<file path="config.mk">
export PLATFORM = sky130hd
export DESIGN_NAME = bpa_ram
export DESIGN_NICKNAME = d
export VERILOG_FILES = /design/src/rtl/bpa_ram.sv
export SDC_FILE = /design/constraint.sdc
export NUM_CORES = 1
export LEC_CHECK = 0
export BUFFER_PORTS_ARGS = -buffer_cell sky130_fd_sc_hd__buf_2
export CAP_MARGIN = 20
export CORE_MARGIN = 1
export CORE_UTILIZATION = 45
export CTS_BUF_LIST = sky130_fd_sc_hd__clkbuf_8 sky130_fd_sc_hd__clkbuf_16
export CTS_CLUSTER_SIZE = 24
export DETAILED_ROUTE_END_ITERATION = 6
export PLACE_DENSITY = 0.73
export SLEW_MARGIN = 15
export SYNTH_ARGS = -nofsm -noshare
export SYNTH_HDL_FRONTEND = slang
export SYNTH_SLANG_ARGS = --single-unit
export TNS_END_PERCENT = 20
</file>
<file path="constraint.sdc">
create_clock -name i_clk -period 1.45 [get_ports i_clk]
set_input_delay 0.0725 -clock i_clk [delete_from_list [all_inputs] [get_ports i_clk]]
set_output_delay 0.0725 -clock i_clk [all_outputs]
set_load 0.02 [all_outputs]
</file>
<file path="src/rtl/bpa_ram.sv">
`timescale 1ns / 1ps
// Generic single-port-write, single-port-read RAM with registered read.
// No dependencies.
module bpa_ram #(
    parameter int WIDTH = 8,
    parameter int DEPTH = 16
) (
    input  logic                     i_clk,
    input  logic                     i_we,
    input  logic [$clog2(DEPTH)-1:0] i_waddr,
    input  logic [WIDTH-1:0]         i_wdata,
    input  logic                     i_re,
    input  logic [$clog2(DEPTH)-1:0] i_raddr,
    output logic [WIDTH-1:0]         o_rdata
);
    logic [WIDTH-1:0] r_mem [DEPTH];
    logic [WIDTH-1:0] r_rdata;

    always_ff @(posedge i_clk) begin
        if (i_we) begin
            r_mem[i_waddr] <= i_wdata;
        end
        if (i_re) begin
            r_rdata <= r_mem[i_raddr];
        end
    end

    assign o_rdata = r_rdata;
endmodule

</file>
==> impl_results.md, run 1 <==
* Status: finished, final reports clean
* Average wire per standard cell at 22.55 um
* Sink Count at about 140
* Antenna-violating nets left at 0
* Core area at approximately 11000 sq um
* RSZ-0062 raised after global routing: true
* Peak supply drop at 0.7660 mV
* Via density at approximately 5.6
* Total clock buffers created by CTS at 17
* Max Fanout on Critical Path at 1
* Post-Place Cells at between 400 and 500
* Die X at approximately 110 um
* Setup-failing EPs final at 0
* Delay-heaviest family, CP: multiplexers
* Hold Violations, Final at 0
* Overall die height at between 100 and 150 um
* Synth cell count leaders: edfxtp_1 (136), mux4_2 (18), a22oi_1 (16)
* Final period util at between 90 and 100%
* Leakage at 2.140 nW
* Worst Path Required at roughly 1600 ps
* Fin area at 6326 sq um
* PortBufs at 26
* Placer congestion estimate at about 0.73
* Clk slew on worst S/H paths at about 60 ps
* Final Max Slew Viols at 0
* Clk buf depth at 2
* #FFs+latches synth at between 100 and 150
* Worst-Margin Slew at 900.7 ps
* Hold slack at ~50 ps
* Power Density at 1479 nW/um^2
* Io pins at 27
* Critical Path, Cell by Cell: mux4_2 > a22oi_2 > nand2_1
* Share of the synthesized area in the top cell type at between 70% and 80%
* Number of global-route vias before repair at between 2000 and 3000
* Yosys Warn Count at 0
* CP Class: flop to flop
* Syn avg cell area at about 23 sq um
* Max Clk Rate at ~0.69 GHz
* Dpl hpwl at 6242 um
* CP Capture Type: flop
* Clk_skew at ~11 ps
* Synth Flop Type: edfxtp_1
* Crit path DAT at 1600 ps
* Max-cap viol count at 0
* Vias at between 2000 and 2500
* Asr flop ratio synth at 0%
* TritonCTS clock tree: yes
* Initial Utilization at approximately 47%
* GRT Overall Usage at between 10% and 20%
* Dominant cells by area after synthesis: edfxtp_1 (78%), mux4_2 (7.8%), mux4_1 (7.0%), a22oi_1 (2.3%), nor2_1 (0.93%)
* Nets at 309
* Yosys cell types at 18
* Initial antenna violation count at 0
* Sequential area share after synthesis at 78.12%
* Max incr delay on CP at roughly 480 ps
* Clock latency at the later pin of the worst-skew pair at ~400 ps
* Total gr overflow at 0
* Buffers & Inverters on Critical Path at 0
* ANT cells at 0
* First-pass GRT wire length at 15040 um
* Max-slew headroom at between 30 and 40%
* Root Driver: clkbuf_16
* Syn nets at roughly 250
* Largest net degree at the start of global routing at 24
* Hold Buf Count CTS at 0
* Site Rows at 38
* Drt total wl at 9989 um
* EDFF count, synth at 136
* Final-layout fill cell count at ~800
* DRC at 0
* Most frequent cell after synthesis: edfxtp_1
* Worst Hold Class: input pin to flop
* DP Area at ~5700 sq um
* Syn Inst Count at ~230
* Multi-input gate area at 1070 sq um
* Clock H-tree levels at 4
* Slowest CP cell: mux4_2
* Post-Layout Cell Count at about 440
* Initial DRC Count at 267
* Reg area at 4084 sq um
* Most area-hungry cell type in the Yosys netlist: edfxtp_1
* Synth Cell Area at about 5200 sq um
* Die area at 12050 sq um
* Area grow syn2layout at 21.01%
* Final TNS setup at 0 ps
* Minimum clock period at 1446 ps
* CP startpoint kind: flop
* Pre-antenna DRT Iters at 4
* Layout cells sized above 1 at 37.62%
==> worst register-to-register path: cells and delay by family, from the launching register on <==
family             cells  cell delay [ps]
AOI/OAI and AO/OA      1              230
DFF                    1              410
muxes                  1              480
and+or+nand+nor        1               80
==> per-stage QoR <==
stage	total power [mW]	util [%]	setup slack, ps
CTS	9.432	57.19	0.4465
global placement	4.969	51.42	-255.5
detailed placement	4.986	51.42	-272.5
global route	9.626	57.10	-37.11
floorplan	4.777	-	95.09
finish	9.354	57.10	3.796
==> cells by family after synthesis <==
| logic type | Yosys count | synth area share [%] |
|---|---|---|
| simple gates | 35 | 3.136 |
| buf+inv | 10 | 1.651 |
| flops | 136 | 78.12 |
| compound gates | 16 | 2.298 |
| mux | 32 | 14.79 |
==> routing by layer <==
layer  vias up  track usage (%)  part of all wire (%)
li1       1101                -                     -
met1      1284            24.61                    44
met2        80            29.96                    50
met3         7            4.920                   5.2
met4         0            6.476                  0.97
met5         -                0                     0
==> path summary, 6_finish.rpt <==
kind / cells after the start / slack [ps] / start / to
hold reg to reg: 3 / 740 / r_mem[13][7] / o_rdata[7]
setup reg to reg: 3 / 4 / r_mem[0][0] / o_rdata[0]
setup / recovery: 3 / 4 / r_mem[0][0] / o_rdata[0]
hold / removal: 1 / 50 / i_re / o_rdata[3]
==> area by class of cell <==
type                    count  area share (%)
clock buffers              17           6.725
clock inverters            15           3.105
multi-input cells          83           16.91
flip-flops and latches    136           64.56
well taps                 140           2.769
repair buffers             52           5.934
==> flip-flops by register name, indices dropped and copies added, names as in the netlist <==
signal	flops
r_mem	128
o_rdata	8
==> report_power, final <==
part	switching [mW]	internal, mW	leakage, nW	total [mW]
logic	0.262	0.199	0.604	0.461
clock network	1.56	2.88	0.300	4.44
registers	0.0228	4.43	1.24	4.45
==> repair_timing <==
action	CTS	global route
endpoints found under the setup margin	5	6
setup buffers	0	0
resized for setup	7	5
pin swaps	1	3
endpoints found under the hold margin	0	0
==> cell usage in the layout, fill, tap and decap left out, types with 2 or more instances in the layout <==
master      instances
a22oi_1            10
a22oi_2             6
buf_12              4
buf_2              26
buf_4              22
bufinv_16           4
clkbuf_16          17
clkinv_1            2
clkinv_2            2
clkinvlp_4          2
edfxtp_1          136
inv_6               4
mux4_1              8
mux4_2             24
nand2_1             9
nand2b_1            2
nand3b_1            2
nor2_1             13
nor3_1              3
Power figures use the tool's default switching activity.
==> run 2: changes to the inputs <==
--- a/config.mk
+++ b/config.mk
@@ -5,11 +5,13 @@
 export SDC_FILE = /design/constraint.sdc
 export NUM_CORES = 1
 export LEC_CHECK = 0
+export ABC_AREA = 1
 export BUFFER_PORTS_ARGS = -buffer_cell sky130_fd_sc_hd__buf_2
 export CAP_MARGIN = 20
 export CORE_MARGIN = 1
 export CORE_UTILIZATION = 45
 export CTS_BUF_LIST = sky130_fd_sc_hd__clkbuf_8 sky130_fd_sc_hd__clkbuf_16
+export CTS_CLUSTER_DIAMETER = 50
 export CTS_CLUSTER_SIZE = 24
 export DETAILED_ROUTE_END_ITERATION = 6
 export PLACE_DENSITY = 0.73
==> run 2 against run 1 <==
Critical path depth is 3 higher; critical endpoint is now o_rdata[6]; clock skew is 6.8 ps lower; highest routed layer unchanged; setup slack better by 250 ps; largest cell class unchanged; fmax is 21% higher.
==> impl_results.md, run 2 <==
* Total clock buffers created by CTS at 17 (unchanged)
* Asr flop ratio synth at 0% (unchanged)
* PortBufs at 26 (unchanged)
* Pre-antenna DRT Iters at 5 (+1)
* Final TNS setup at 0 ps (unchanged)
* Number of global-route vias before repair at 3745 (+48%)
* Most area-hungry cell type in the Yosys netlist: edfxtp_1
* Share of the synthesized area in the top cell type at 69.85% (-8.3 points)
* Dpl hpwl at 7897 um (+27%)
* GRT Overall Usage at 20.88% (+2.2 points)
* Most frequent cell after synthesis: nand2_1
* Leakage at 2.945 nW (+38%)
* Max reg flops at 128 (unchanged)
* Met2 Resource Use GR at 34.21% (+4.3 points)
* Syn Inst Count at 551 (+140%)
* Worst R2R Path Depth at 6 (+3)
* Minimum clock period at 1198 ps (-248.5 ps)
* Clk slew on worst S/H paths at 60 ps (about the same)
* Syn nets at 570 (+130%)
* Total gr overflow at 0 (unchanged)
* Initial Utilization at 46.33% (-0.86 points)
* RSZ-0062 raised after global routing: false
* Core area at 12620 sq um (+14%)
* Largest net degree at the start of global routing at 39 (+63%)
* Clock H-tree levels at 4 (unchanged)
* Average wire per standard cell at 16.44 um (-27%)
* Max-slew headroom at 58.93% (+19 points)
* Die X at 116.0 um (+5.7%)
* Initial DRC Count at 442 (+66%)
* CP startpoint kind: flop
* ANT cells at 0 (unchanged)
* Worst Hold Class: input pin to flop
* Post-CTS Setup Bufs at 0 (unchanged)
* Hold Violations, Final at 0 (unchanged)
* Crit path DAT at 1360 ps (-240 ps)
* Cell mode on critical path: nand3_1
* Synth Cell Area at 5847 sq um (+12%)
* GR peak layer: met2
* CP Class: flop to flop
* First-pass GRT wire length at 19950 um (+33%)
* Vias at 3906 (+58%)
* Synth Flop Type: edfxtp_1
* Initial antenna violation count at 0 (unchanged)
* Max incr delay on CP at 370 ps (-110 ps)
* Clk_skew at 4.512 ps (-6.843 ps)
* EDFF count, synth at 136 (unchanged)
* CP Capture Type: flop
* Most common cell after layout, fill and taps aside: nand2_1
* Placer congestion estimate at 0.8741 (+20%)
* Peak supply drop at 0.8181 mV (+6.8%)
* FF-to-FF End: o_rdata[6]
* Synth cell count leaders: nand2_1 (173), edfxtp_1 (136), inv_1 (100)
* Worst Path Required at 1610 ps (about the same)
* Area grow syn2layout at 16.43%
* TritonCTS clock tree: yes
* Final Max Slew Viols at 0 (unchanged)
* Final period util at 82.60% (-17 points)
* Slowest CP cell: edfxtp_1
* DRC at 0 (unchanged)
* Hold Buf Count CTS at 0 (unchanged)
* Nets at 615 (+99%)
* Hold path endpoint: o_rdata[2]
* Setup-failing EPs final at 0 (unchanged)
* R2R Path Start: r_mem[7][6]
* Commonest cells after routing, fill and taps aside: nand2_1 (173), edfxtp_1 (136), inv_1 (100), nand3_1 (97), buf_2 (26)
* Overall die height at 116.0 um (+5.7%)
* Setup slack, reg-to-reg at 250 ps (+250 ps)
* Buffers & Inverters on Critical Path at 1 (+1)
* Met3 Use GR at 4.550% (-0.37 points)
* Post-Layout Cell Count at 781 (+76%)
* Root Driver: clkbuf_16
* GR Util met1 at 26.23% (+1.6 points)
* Clock latency at the later pin of the worst-skew pair at 410 ps (about the same)
* Clk buf depth at 2 (unchanged)
* Dominant cells by area after synthesis: edfxtp_1 (70%), nand2_1 (11%), nand3_1 (8.3%), inv_1 (6.4%), buf_6 (1.2%)
* Max Clk Rate at 0.8349 GHz (+21%)
* Worst-Margin Slew at 615.1 ps (-285.6 ps)
* Die area at 13450 sq um (+12%)
* Antenna-violating nets left at 0 (unchanged)
* Post-Place Cells at 749 (+82%)
* Site Rows at 41 (+7.9%)
* Drt total wl at 12840 um (+29%)
* Layout cells sized above 1 at 13.63% (-24 points)
* Syn avg cell area at 10.61 sq um (-54%)
* HP Start: i_re
* Io pins at 27 (unchanged)
* Status: finished, final reports clean
* Yosys Warn Count at 0 (unchanged)
* Sequential area share after synthesis at 69.85% (-8.3 points)
* Sink Count at 136 (unchanged)
* Post-cts resize count at 0 (-7)
* Delay-heaviest family, CP: simple AND/OR/NAND/NOR gates
* Via density at 5.001 (-10%)
* #FFs+latches synth at 136 (unchanged)
* Biggest register: r_mem
* Final core occ at 53.95% (-3.2 points)
* Yosys cell types at 11 (-7)
* Power Density at 1347 nW/um^2 (-8.9%)
* Critical Path, Cell by Cell: inv_1 > nand2_1 > nand3_1 > nand3_1 > nand3_1 > nand2_1
* Max-cap viol count at 0 (unchanged)
* Max Fanout on Critical Path at 1 (unchanged)
* Hold Path Depth at 1 (unchanged)
run 2: changes by cell type after synthesis, sizes merged, moves of 2 or more:
cell	change
nand2	+164
inv	+102
nand3	+96
mux4	-32
buf	+17
a22oi	-16
nor2	+4
nor3	-4
clkdlybuf4s25	-3
nand2b	-2
run 2: kinds of logic after synthesis:
family | after synthesis | share of synthesized area, %
AND/OR/NAND/NOR | 289 | 20.76
buffers and inverters | 126 | 9.394
flip-flops | 136 | 69.85
run 2: stage by stage:
step | instance area [sq um] | power, mW | hold WS (ps) | setup WS [ps]
5_1_grt | 6808 | 9.446 | 8.570 | 208.5
2_1_floorplan | 5847 | 4.866 | 171.4 | 426.7
3_5_place_dp | 6231 | 5.092 | 437.3 | 133.4
6_report | 6808 | 9.167 | 23.60 | 252.3
3_3_place_gp | 6231 | 5.075 | 436.8 | 159.9
4_1_cts | 6808 | 9.204 | 6.016 | 280.7
run 2: worst max-delay path by stage:
stage / startpoint / to / slack, ps / depth (start not counted)
after floorplan: i_waddr[2] / r_mem[10][0] / 430 / 2
after global placement: i_raddr[1] / o_rdata[3] / 160 / 6
after detailed placement: i_raddr[1] / o_rdata[6] / 130 / 6
after CTS: r_mem[7][6] / o_rdata[6] / 280 / 6
after global routing: r_mem[7][3] / o_rdata[3] / 210 / 6
final: r_mem[7][6] / o_rdata[6] / 250 / 6
run 2: routing by layer:
metal / up-vias / part of all wire, %
met2: 175 / 48
li1: 1870 / -
met1: 1830 / 41
met3: 31 / 8.2
met4: 0 / 2.7
met5: - / 0
run 2: area by class of cell:
| type | count | area (sq um) |
|---|---|---|
| inverter | 102 | 382.9 |
| clock inverter | 15 | 151.4 |
| multi-input combinational | 289 | 1214 |
| sequential | 136 | 4084 |
| tap | 172 | 215.2 |
| clock buffer | 17 | 425.4 |
| fill | 1080 | 5812 |
| timing repair buffer | 50 | 335.3 |
run 2: report_power, final:
group          leakage, nW  switching [mW]  internal (mW)
Clock                0.281            1.62           2.53
Combinational         1.43           0.399          0.162
Sequential            1.24          0.0245           4.43
Total                 2.95            2.04           7.12
